<file path="config.mk">
export PLATFORM = sky130hd
export DESIGN_NAME = multi_channel_heartbeat_monitor
export DESIGN_NICKNAME = d
export VERILOG_FILES = /design/src/design/hbmon_pkg.sv /design/src/design/multi_channel_heartbeat_monitor.sv /design/src/design/hbmon_cell.sv
export SDC_FILE = /design/constraint.sdc
export NUM_CORES = 2
export LEC_CHECK = 0
export ABC_AREA = 1
export BUFFER_PORTS_ARGS = -buffer_cell sky130_fd_sc_hd__buf_2
export CORE_MARGIN = 4
export CORE_UTILIZATION = 35
export DETAILED_ROUTE_END_ITERATION = 16
export SLEW_MARGIN = 20
export SYNTH_ARGS = -nofsm -noshare
export SYNTH_HDL_FRONTEND = slang
export SYNTH_SLANG_ARGS = --single-unit
</file>
<file path="constraint.sdc">
create_clock -name clock -period 4.73 [get_ports clock]
set_clock_uncertainty 0.2 [all_clocks]
set_input_delay 0.473 -clock clock [delete_from_list [all_inputs] [get_ports clock]]
set_output_delay 0.473 -clock clock [all_outputs]
set_load 0.005 [all_outputs]
</file>
<file path="src/design/hbmon_pkg.sv">
// ----------------------------------------------------------------------------
// Heartbeat monitor package
// Shared constants, request codes and the token that walks the cell row.
// ----------------------------------------------------------------------------
`default_nettype none

package hbmon_pkg;

   localparam int MAX_CLIENTS_DEFAULT = 16;
   localparam int ID_W                = 32;
   localparam int CTR_W               = 8;
   localparam int SLOT_W              = 6;
   localparam int FAIL_IDX_W          = 4;
   localparam int ENTRY_CNT_W         = 5;

   localparam logic [CTR_W-1:0] MISS_LIMIT_RESET = 8'd10;
   localparam logic [CTR_W-1:0] COUNTER_MAX      = 8'hFF;

   typedef enum logic [1:0] {
      OP_REGISTER  = 2'd0,
      OP_HEARTBEAT = 2'd1,
      OP_TICK      = 2'd2,
      OP_NONE      = 2'd3
   } op_type;

   typedef enum logic {
      ST_IDLE,
      ST_WALK
   } state_type;

   typedef struct packed {
      logic              active;
      op_type            op;
      logic [ID_W-1:0]   id;
      logic              stop;
      logic              fail;
      logic [SLOT_W-1:0] slot;
   } token_type;

endpackage

`default_nettype wire

</file>
<file path="src/design/multi_channel_heartbeat_monitor.sv">
// ----------------------------------------------------------------------------
// Multi-channel heartbeat monitor
// Client table with missed-tick counters, checked by a walking token.
// ----------------------------------------------------------------------------
// Once a request is accepted, the accepting edge launches the request token,
// which is then registered in each cell of the row of entry cells in turn,
// and the edge on which it leaves the last cell registers the result. One
// request is in flight at a time; the next one is taken once the result slot
// will be free, at the earliest in the cycle the result is taken.
`default_nettype none

module multi_channel_heartbeat_monitor #(
   parameter int MAX_CLIENTS = hbmon_pkg::MAX_CLIENTS_DEFAULT
) (
   input  logic                                   clock,
   input  logic                                   reset,
   input  logic                                   req_valid,
   output logic                                   req_ready,
   input  logic [1:0]                             req_type,
   input  logic [hbmon_pkg::ID_W-1:0]             req_client_id,
   output logic                                   rsp_valid,
   input  logic                                   rsp_ready,
   output logic                                   rsp_accepted,
   output logic                                   rsp_all_healthy,
   output logic [hbmon_pkg::FAIL_IDX_W-1:0]       rsp_failing_index,
   output logic [hbmon_pkg::ENTRY_CNT_W-1:0]      rsp_entry_count,
   input  logic                                   csr_we,
   input  logic [hbmon_pkg::CTR_W-1:0]            csr_wdata
);
   import hbmon_pkg::*;

   localparam int CNT_W = $clog2(MAX_CLIENTS + 1);

   state_type        state_ff, state_in;
   token_type        launch_ff, launch_in;
   logic [CNT_W-1:0] used_ff, used_in;
   logic [CTR_W-1:0] limit_ff, limit_in;
   logic             rsp_valid_ff, rsp_valid_in;
   logic             acc_ff, acc_in;
   logic             healthy_ff, healthy_in;
   logic [FAIL_IDX_W-1:0] fidx_ff, fidx_in;

   token_type        chain [MAX_CLIENTS+1];
   logic [MAX_CLIENTS:0] active_vec;
   token_type        last;
   logic             req_fire;

   assign chain[0] = launch_ff;
   assign last     = chain[MAX_CLIENTS];

   for (genvar g = 0; g < MAX_CLIENTS; g++) begin : g_cell
      hbmon_cell #(.INDEX(g), .CNT_W(CNT_W)) u_cell (
         .clock      (clock),
         .reset      (reset),
         .token_in   (chain[g]),
         .used       (used_ff),
         .miss_limit (limit_ff),
         .token_out  (chain[g+1])
      );
   end

   for (genvar g = 0; g <= MAX_CLIENTS; g++) begin : g_act
      assign active_vec[g] = chain[g].active;
   end

   assign req_ready = (state_ff == ST_IDLE) && (!rsp_valid_ff || rsp_ready);
   assign req_fire  = req_valid && req_ready;

   always_comb begin
      state_in         = state_ff;
      launch_in        = launch_ff;
      launch_in.active = 1'b0;
      used_in          = used_ff;
      limit_in         = csr_we ? csr_wdata : limit_ff;
      rsp_valid_in     = rsp_valid_ff && !rsp_ready;
      acc_in           = acc_ff;
      healthy_in       = healthy_ff;
      fidx_in          = fidx_ff;
      unique case (state_ff)
         ST_IDLE: begin
            if (req_fire) begin
               launch_in.active = 1'b1;
               launch_in.op     = op_type'(req_type);
               launch_in.id     = req_client_id;
               launch_in.stop   = 1'b0;
               launch_in.fail   = 1'b0;
               launch_in.slot   = '0;
               state_in         = ST_WALK;
            end
         end
         ST_WALK: begin
            if (last.active) begin
               rsp_valid_in = 1'b1;
               healthy_in   = (last.op == OP_TICK) && !last.fail;
               fidx_in      = last.fail ? FAIL_IDX_W'(last.slot) : '0;
               case (last.op) inside
                  OP_REGISTER, OP_HEARTBEAT: acc_in = last.stop;
                  OP_TICK:                   acc_in = 1'b1;
                  default:                   acc_in = 1'b0;
               endcase
               if (last.op == OP_REGISTER && last.stop) begin
                  used_in = CNT_W'(used_ff + 1'b1);
               end
               state_in = ST_IDLE;
            end
         end
         default: state_in = ST_IDLE;
      endcase
   end

   always_ff @(posedge clock) begin
      acc_ff     <= acc_in;
      healthy_ff <= healthy_in;
      fidx_ff    <= fidx_in;
      if (reset) begin
         state_ff     <= ST_IDLE;
         launch_ff    <= '0;
         used_ff      <= '0;
         limit_ff     <= MISS_LIMIT_RESET;
         rsp_valid_ff <= 1'b0;
      end else begin
         state_ff     <= state_in;
         launch_ff    <= launch_in;
         used_ff      <= used_in;
         limit_ff     <= limit_in;
         rsp_valid_ff <= rsp_valid_in;
      end
   end

   assign rsp_valid         = rsp_valid_ff;
   assign rsp_accepted      = acc_ff;
   assign rsp_all_healthy   = healthy_ff;
   assign rsp_failing_index = fidx_ff;
   assign rsp_entry_count   = ENTRY_CNT_W'(used_ff);

   a_used_bound: assert property (@(posedge clock) disable iff (reset)
      used_ff <= CNT_W'(MAX_CLIENTS))
      else $error("entry count above table size");

   a_one_token: assert property (@(posedge clock) disable iff (reset)
      $countones(active_vec) <= 1)
      else $error("more than one token in the cell row");

   a_token_walk: assert property (@(posedge clock) disable iff (reset)
      last.active |-> state_ff == ST_WALK)
      else $error("token left the row outside a walk");

   a_used_grow: assert property (@(posedge clock) disable iff (reset)
      (!$past(reset) && used_ff != $past(used_ff)) |->
         $past(last.active && last.op == OP_REGISTER && last.stop))
      else $error("entry count changed without a stored register request");

endmodule

`default_nettype wire

</file>
<file path="src/design/hbmon_cell.sv">
// ----------------------------------------------------------------------------
// Heartbeat monitor cell
// Holds one table entry and passes the request token on to the next cell.
// ----------------------------------------------------------------------------
`default_nettype none

module hbmon_cell #(
   parameter int INDEX = 0,
   parameter int CNT_W = 5
) (
   input  logic                               clock,
   input  logic                               reset,
   input  hbmon_pkg::token_type               token_in,
   input  logic [CNT_W-1:0]                   used,
   input  logic [hbmon_pkg::CTR_W-1:0]        miss_limit,
   output hbmon_pkg::token_type               token_out
);
   import hbmon_pkg::*;

   logic [ID_W-1:0]  id_ff,  id_in;
   logic [CTR_W-1:0] cnt_ff, cnt_in;
   token_type        token_ff, token_in_next;
   logic [CTR_W-1:0] cnt_inc;
   logic             in_range;
   logic             live;

   assign in_range = CNT_W'(INDEX) < used;
   assign live     = token_in.active && !token_in.stop;
   assign cnt_inc  = (cnt_ff == COUNTER_MAX) ? cnt_ff : CTR_W'(cnt_ff + 1'b1);

   always_comb begin
      id_in         = id_ff;
      cnt_in        = cnt_ff;
      token_in_next = token_in;
      if (live) begin
         case (token_in.op)
            OP_REGISTER: begin
               if (CNT_W'(INDEX) == used) begin
                  id_in              = token_in.id;
                  cnt_in             = '0;
                  token_in_next.stop = 1'b1;
               end
            end
            OP_HEARTBEAT: begin
               if (in_range && id_ff == token_in.id) begin
                  cnt_in             = '0;
                  token_in_next.stop = 1'b1;
               end
            end
            OP_TICK: begin
               if (in_range) begin
                  cnt_in = cnt_inc;
                  if (cnt_inc > miss_limit) begin
                     token_in_next.stop = 1'b1;
                     token_in_next.fail = 1'b1;
                     token_in_next.slot = SLOT_W'(INDEX);
                  end
               end
            end
            default: begin
               // no change to the entry; the token passes on
            end
         endcase
      end
   end

   always_ff @(posedge clock) begin
      id_ff  <= id_in;
      cnt_ff <= cnt_in;
      if (reset) begin
         token_ff <= '0;
      end else begin
         token_ff <= token_in_next;
      end
   end

   assign token_out = token_ff;

endmodule

`default_nettype wire

</file>
# Word-level counts from Yosys, hierarchy flattened
# Cells that the tools add are included.
[word_totals]
reg_bits = 1350
latchBits = 0
ramBits = 0
rom_bits = 0
output_inout_bits = 13
word_cells = 645
memories = 0
[classes]
n_addsub = 17
n_mul = 0
div_mod_pow = 0
n_lt_le_gt_ge = 32
eq_ne = 129
n_shift = 0
mux = 198
bitwise = 4
n_reduce_logical = 128
[op_table]
columns = ["operator", "count"]
rows = [
  ["2-to-1 mux 8 bit", 111],
  ["equality test 32 bit", 16],
  ["case mux 8 bit (3 select lines)", 16],
  ["adder 8 x 1 -> 8 bit, second input constant", 16],
  ["equality test 8 bit, second input constant", 16],
  ["greater-than comparator 8 bit", 16],
  ["2-to-1 mux 7 bit", 15],
  ["inequality test 2 x 1 -> 1 bit, second input constant", 48],
  ["AND reduction 5 bit", 16],
  ["AND reduction 3 bit", 17],
  ["case mux 1 bit (3 select lines)", 16],
  ["nonzero test 3 bit", 16],
  ["2-to-1 mux 43 bit", 1],
  ["equality test 4 x 5 -> 1 bit, first input constant", 8],
  ["< comparator 4 x 5 -> 1 bit, first input constant", 8],
  ["2-to-1 mux 1 bit", 38],
  ["logical AND 1 bit", 36],
  ["equality test 2 x 1 -> 1 bit, second input constant", 17],
  ["equality test 2 bit, second input constant", 17],
  ["logical NOT 2 bit", 17],
  ["equality test 3 x 5 -> 1 bit, first input constant", 4],
  ["< comparator 3 x 5 -> 1 bit, first input constant", 4],
  ["logical NOT 1 bit", 18],
  ["equality test 2 x 5 -> 1 bit, first input constant", 2],
  ["11 further kinds", 19],
]

# Longest topological paths before layout
[logic_depth]
word_depth = 7
mapped_depth = 18
ltp_nobuf = 18

# Hierarchy
# From an unflattened synthesis, not the netlist that was laid out.
[hier_totals]
hier_cells = 6073
hier_area_um2 = 57032.2
[by_module_without_submodules]
columns = ["mod", "n_inst", "cells_per_inst", "area_each_um2", "seq_area_each_um2"]
rows = [
  ["hbmon_cell (g_cell[0].u_cell)", 1, 403, 3518.4, 2062.0],
  ["hbmon_cell (g_cell[14].u_cell)", 1, 398, 3482.1, 2062.0],
  ["hbmon_cell (g_cell[12].u_cell)", 1, 367, 3465.8, 2062.0],
  ["hbmon_cell (g_cell[8].u_cell)", 1, 374, 3462.1, 2062.0],
  ["hbmon_cell (g_cell[10].u_cell)", 1, 363, 3454.6, 2062.0],
  ["hbmon_cell (g_cell[7].u_cell)", 1, 373, 3438.3, 2062.0],
  ["hbmon_cell (g_cell[13].u_cell)", 1, 362, 3422.0, 2062.0],
  ["hbmon_cell (g_cell[6].u_cell)", 1, 357, 3418.3, 2062.0],
  ["hbmon_cell (g_cell[15].u_cell)", 1, 374, 3415.8, 2062.0],
  ["hbmon_cell (g_cell[4].u_cell)", 1, 353, 3413.3, 2062.0],
  ["hbmon_cell (g_cell[5].u_cell)", 1, 347, 3407.0, 2062.0],
  ["hbmon_cell (g_cell[9].u_cell)", 1, 351, 3404.5, 2062.0],
  ["hbmon_cell (g_cell[3].u_cell)", 1, 354, 3389.5, 2062.0],
  ["hbmon_cell (g_cell[1].u_cell)", 1, 349, 3384.5, 2062.0],
  ["3 more rows", "--", "--", "--", "--"],
]

# Worst setup path before layout
# Ideal clock, no wire load.
[synth_path]
path_type = "register to register"
startpoint = "register used_ff[0] (netlist: rsp_entry_count[0])"
endpoint = "register g_cell[14].u_cell.token_ff, in the netlist g_cell[14].u_cell.token_out[7]"
setup_time_ps = 70
arrival_ps = 4516
required_ps = 4460
slack_ps = -57
stages_incl_launch_ff = 10
n_path_buf = 0
synth_period_minus_slack_ps = 4787
cell_sequence = "dfxtp_1 inv_2 ha_1 inv_1 nor2_1 nand2_1 nor4_1 or2_1 nor2_1 a21oi_1"
[synth_between]
elab_chain_len = 5
[synth_lines]
columns = ["element", "line_no", "source"]
rows = [
  ["start, declared", "multi_channel_heartbeat_monitor.sv:36", "logic [CNT_W-1:0] used_ff, used_in;"],
  ["start signal, assigned", "multi_channel_heartbeat_monitor.sv:124", "used_ff <= used_in;"],
  ["< comparator 4 x 5 -> 1 bit", "hbmon_cell.sv:27", "assign in_range = CNT_W'(INDEX) < used;"],
  ["logical AND 1 bit", "hbmon_cell.sv:45", "if (in_range && id_ff == token_in.id) begin"],
  ["2-to-1 mux 1 bit", "hbmon_cell.sv:45", ""],
  ["case mux 1 bit (3 select lines) *", "hbmon_cell.sv:36", "case (token_in.op)"],
  ["2-to-1 mux 8 bit *", "hbmon_cell.sv:35", "if (live) begin"],
  ["end signal, assigned", "hbmon_cell.sv:73", "token_ff <= token_in_next;"],
  ["end, declared", "hbmon_cell.sv:22", "token_type token_ff, token_in_next;"],
]
# Mark *: on every way between the ends. The rest lies on a longest branch, timed or not.
# A chain may end at the register's enable or synchronous reset.

# Worst setup path after layout
[layout_path]
startpoint = "register used_ff[2] (netlist: rsp_entry_count[2])"
endpoint = "register g_cell[0].u_cell.cnt_ff[7], enable pin"
[layout_between]
elab_chain_len = 4
[layout_lines]
columns = ["element", "line_no", "source"]
rows = [
  ["< comparator 1 x 5 -> 1 bit", "hbmon_cell.sv:27", ""],
  ["logical AND 1 bit", "hbmon_cell.sv:45", ""],
  ["inequality test 2 x 1 -> 1 bit (no line)", "--", ""],
  ["AND reduction 5 bit (no line) *", "--", ""],
  ["end signal, assigned", "hbmon_cell.sv:69", "cnt_ff <= cnt_in;"],
  ["end, declared", "hbmon_cell.sv:21", "logic [CTR_W-1:0] cnt_ff, cnt_in;"],
]
# Marks and branches as above.

==> results by group <==
Setup path
  • Critical path startpoint category: register
  • Crit. End Element: register
  • Critical Path AT: between 3 and 4 ns
  • Worst setup path category: reg -> reg
  • Slowest-stage cell, CP: a21oi_1
  • Crit Path Max Fanout: 9
  • Top cell family by delay on the critical path: simple AND/OR/NAND/NOR gates
  • Buf/Inv on CP: 1
  • WP data required: approximately 5 ns
  • Max stage delay on crit path: approximately 0.66 ns
  • Top cell by count, worst path: nand2_1
  • CP Cell Sequence: inv_1 -> nand2_2 -> nor2_1 -> nand2_1 -> nand3_1 -> nor3_1 -> nand2_1 -> a21oi_1

Placed design
  • Inst Count DP: around 7300
  • DP HPWL: 72.4 mm
  • Dpl cell area: around 56000 µm²
  • GPL Wtd Cong: 0.810
  • Pre-CTS setup slack: about 1.3 ns
  • I/O Buffers: 59

Route
  • Via count of the routed design: between 30000 and 40000
  • Residual DRC: 0
  • Avg WL per Cell: between 10 and 15 µm
  • Drt pass-1 iters: 7
  • First-iteration detailed-routing DRC count: ~1700
  • Vias per cell: ~4.4
  • Post-Route WL: between 100 and 150 mm
  • Post-route ant nets: 0

Power and ir drop
  • P_leak: roughly 23 nW
  • Peak VDD IR: 0.297 mV
  • Tot Pwr: 22.9 mW
  • Pwr per Cell Area: 379 nW/µm²

Clocking
  • Setup bufs post-CTS: 0
  • Clock slew at reported path FFs: approximately 0.06 ns
  • CTS Buffer Depth: 3
  • CTS Root Buffer Type: clkbuf_16
  • Num CTS Buffers: about 130
  • CTS sink cnt: ~1300
  • H-tree levels: 4
  • Clock Latency Late Sink: ~0.74 ns
  • CTS tree: yes

Global route
  • First-pass GRT wire length: around 170 mm
  • Initial antenna violation count: 0
  • Pin count of the biggest net entering global routing: around 150
  • Total track usage: about an eighth
  • Vias in the first global route: ~32000
  • Total grt overflow: 0

Logic synthesis
  • Fraction of registers with async set or reset after synthesis: 0%
  • Syn Nets: 5491
  • Syn. warnings: 0
  • Ys flop type: dfxtp_1
  • Post-synth cell types: 52
  • Synthesized flop and latch total: approximately 1300
  • Number of synthesized flops with an enable pin: roughly 650
  • Syn Area/Cell: 9.94 µm²
  • Sequential fraction of the synthesis area: around 62%
  • Mapped cell area: approximately 53000 µm²
  • Syn Inst Count: around 5300

Die
  • Die Y-Extent: between 300 and 400 µm
  • Core ar.: around 150000 µm²
  • Ports: 60
  • FP Rows: 142
  • Initial core utilization: 35.2%
  • Die W: around 400 µm
  • Full die area: approximately 160000 µm²

STA
  • Max Slew Vio Count: 0
  • Count of final hold-check violations: 0
  • Actual slew at the worst max-slew pin: about 1.1 ns
  • RSZ-0062 raised after global routing: no
  • Period minus WS final: between 3 and 4 ns
  • Final WS setup: approximately 1.3 ns
  • Final Cycle Share: 71.5%
  • Rel. slew slack: 23.9%
  • Setup_tns: 0 ns
  • Setup violators final: 0
  • Worst hold margin: 0.194 ns
  • Max Fclk: ~300 MHz

Finish
  • Post-route cell area: slightly above 60000 µm²
  • Total Nets Final: around 5700
  • Area Overhead vs Synth: 14.7%
  • N_diodes: 0
  • Most common cell after layout, fill and taps aside: nor2_1
  • Non-Filler Instances: 7608
  • Post-layout util: around two fifths
  • Proportion of layout cells with a drive suffix above 1: about 7%
  • Most frequent cells in the layout: nor2_1 (944), inv_1 (840), nand2_1 (730)

Status
  • Status: completed

Flow run
  • Number of max-cap violations: 0

Min path
  • Hold Crit Class: in -> reg
## report_power, final
part	internal [mW]	leakage, nW	switching [mW]	total, mW
clock	6.03	2.13	4.26	10.3
sequential	11.9	11.3	0.0855	12.0
combinational	0.247	9.56	0.387	0.633
total	18.2	23.0	4.74	22.9
## flip-flops by register name, summed over array words and instances, names as in the netlist, 4 cells and up
register and count:
rsp_entry_count 5, chain 34, g_cell.u_cell.cnt_ff 128, g_cell.u_cell.token_out 609, g_cell.u_cell.id_ff 512, limit_ff 8, rsp_failing_index 4
## routing by layer
layer,up-vias,global-route usage [%],wire (µm)
met5,-,0,0
met4,0,4.16,2690
met3,180,2.60,4260
met2,510,22.3,48500
met1,15400,16.4,46300
li1,17200,-,-
## final timing paths
| path | from | to | slack, ns | depth (start not counted) |
|---|---|---|---|---|
| worst max-delay path | rsp_entry_count[2] | g_cell[0].u_cell.cnt_ff[7] | 1.35 | 8 |
| worst min-delay path | req_valid | state_ff | 0.19 | 4 |
| worst max register to register | rsp_entry_count[2] | g_cell[0].u_cell.cnt_ff[7] | 1.35 | 8 |
| worst min register to register | g_cell[11].u_cell.token_out[31] | g_cell[12].u_cell.id_ff[23] | 0.22 | 0 |
## synthesized netlist by cell type (2+ instances only)
cell type / n / area [µm²]
o22ai_1: 3 / 18.8
a21oi_1: 207 / 1040
nor2_4: 2 / 22.5
nand2_2: 2 / 12.5
clkbuf_1: 76 / 285
a31oi_1: 8 / 50.1
nor3_1: 80 / 400
nand4_1: 74 / 463
ha_1: 147 / 1840
a22oi_1: 2 / 15.0
and2_1: 2 / 12.5
nor4_2: 2 / 25.0
o21ai_1: 3 / 15.0
o21ai_0: 59 / 295
o22a_1: 34 / 298
nor2_2: 2 / 12.5
clkinv_1: 3 / 11.3
dfxtp_1: 659 / 13200
nor3b_1: 4 / 30.0
a211oi_1: 2 / 15.0
edfxtp_1: 646 / 19400
inv_1: 841 / 3160
nor4_1: 15 / 93.8
buf_1: 5 / 18.8
o21bai_1: 6 / 45.0
nand3_1: 156 / 781
nand2_1: 730 / 2740
or2_1: 2 / 12.5
xor2_1: 116 / 1020
or2_2: 73 / 457
nand4_2: 2 / 25.0
nor2_1: 947 / 3550
inv_2: 7 / 26.3
a21boi_0: 2 / 15.0
o21a_1: 9 / 67.6
buf_2: 8 / 40.0
xnor2_1: 324 / 2840
and3_1: 11 / 68.8
nand3b_1: 5 / 37.5
o211ai_1: 9 / 67.6
## final cells by class
cell class | count | area [µm²]
Inverter | 851 | 3190
Clock buffer | 189 | 3860
Tap cell | 2016 | 2520
Sequential cell | 1305 | 32600
Multi-Input combinational cell | 3050 | 16600
Clock inverter | 50 | 488
Timing Repair Buffer | 147 | 1150
Fill cell | 14400 | 89200
## worst reg2reg max path: cells and delay by family, from the launching register on
| family | cells | cell delay, ns |
|---|---|---|
| compound gates | 1 | 0.66 |
| simple gates | 6 | 1.42 |
| buf+inv | 1 | 0.19 |
| flops | 1 | 0.53 |
## logic make-up (layout without fill, tap and decap cells)
group	Yosys count	in the layout	synth area share (%)
buffers and inverters	942	1237	6.76
and+or+nand+nor	2115	2115	16.8
xor gates and xnor gates	440	440	7.32
adders and majority gates	147	147	3.49
DFF	1305	1305	61.9
AOI/OAI and AO/OA	348	348	3.77
## repair_timing
action | in CTS | in global routing
endpoints found under the hold margin | 96 | 0
hold buffers | 55 | 0
resized for setup | 0 | 0
(Power assumes the default switching activity.)
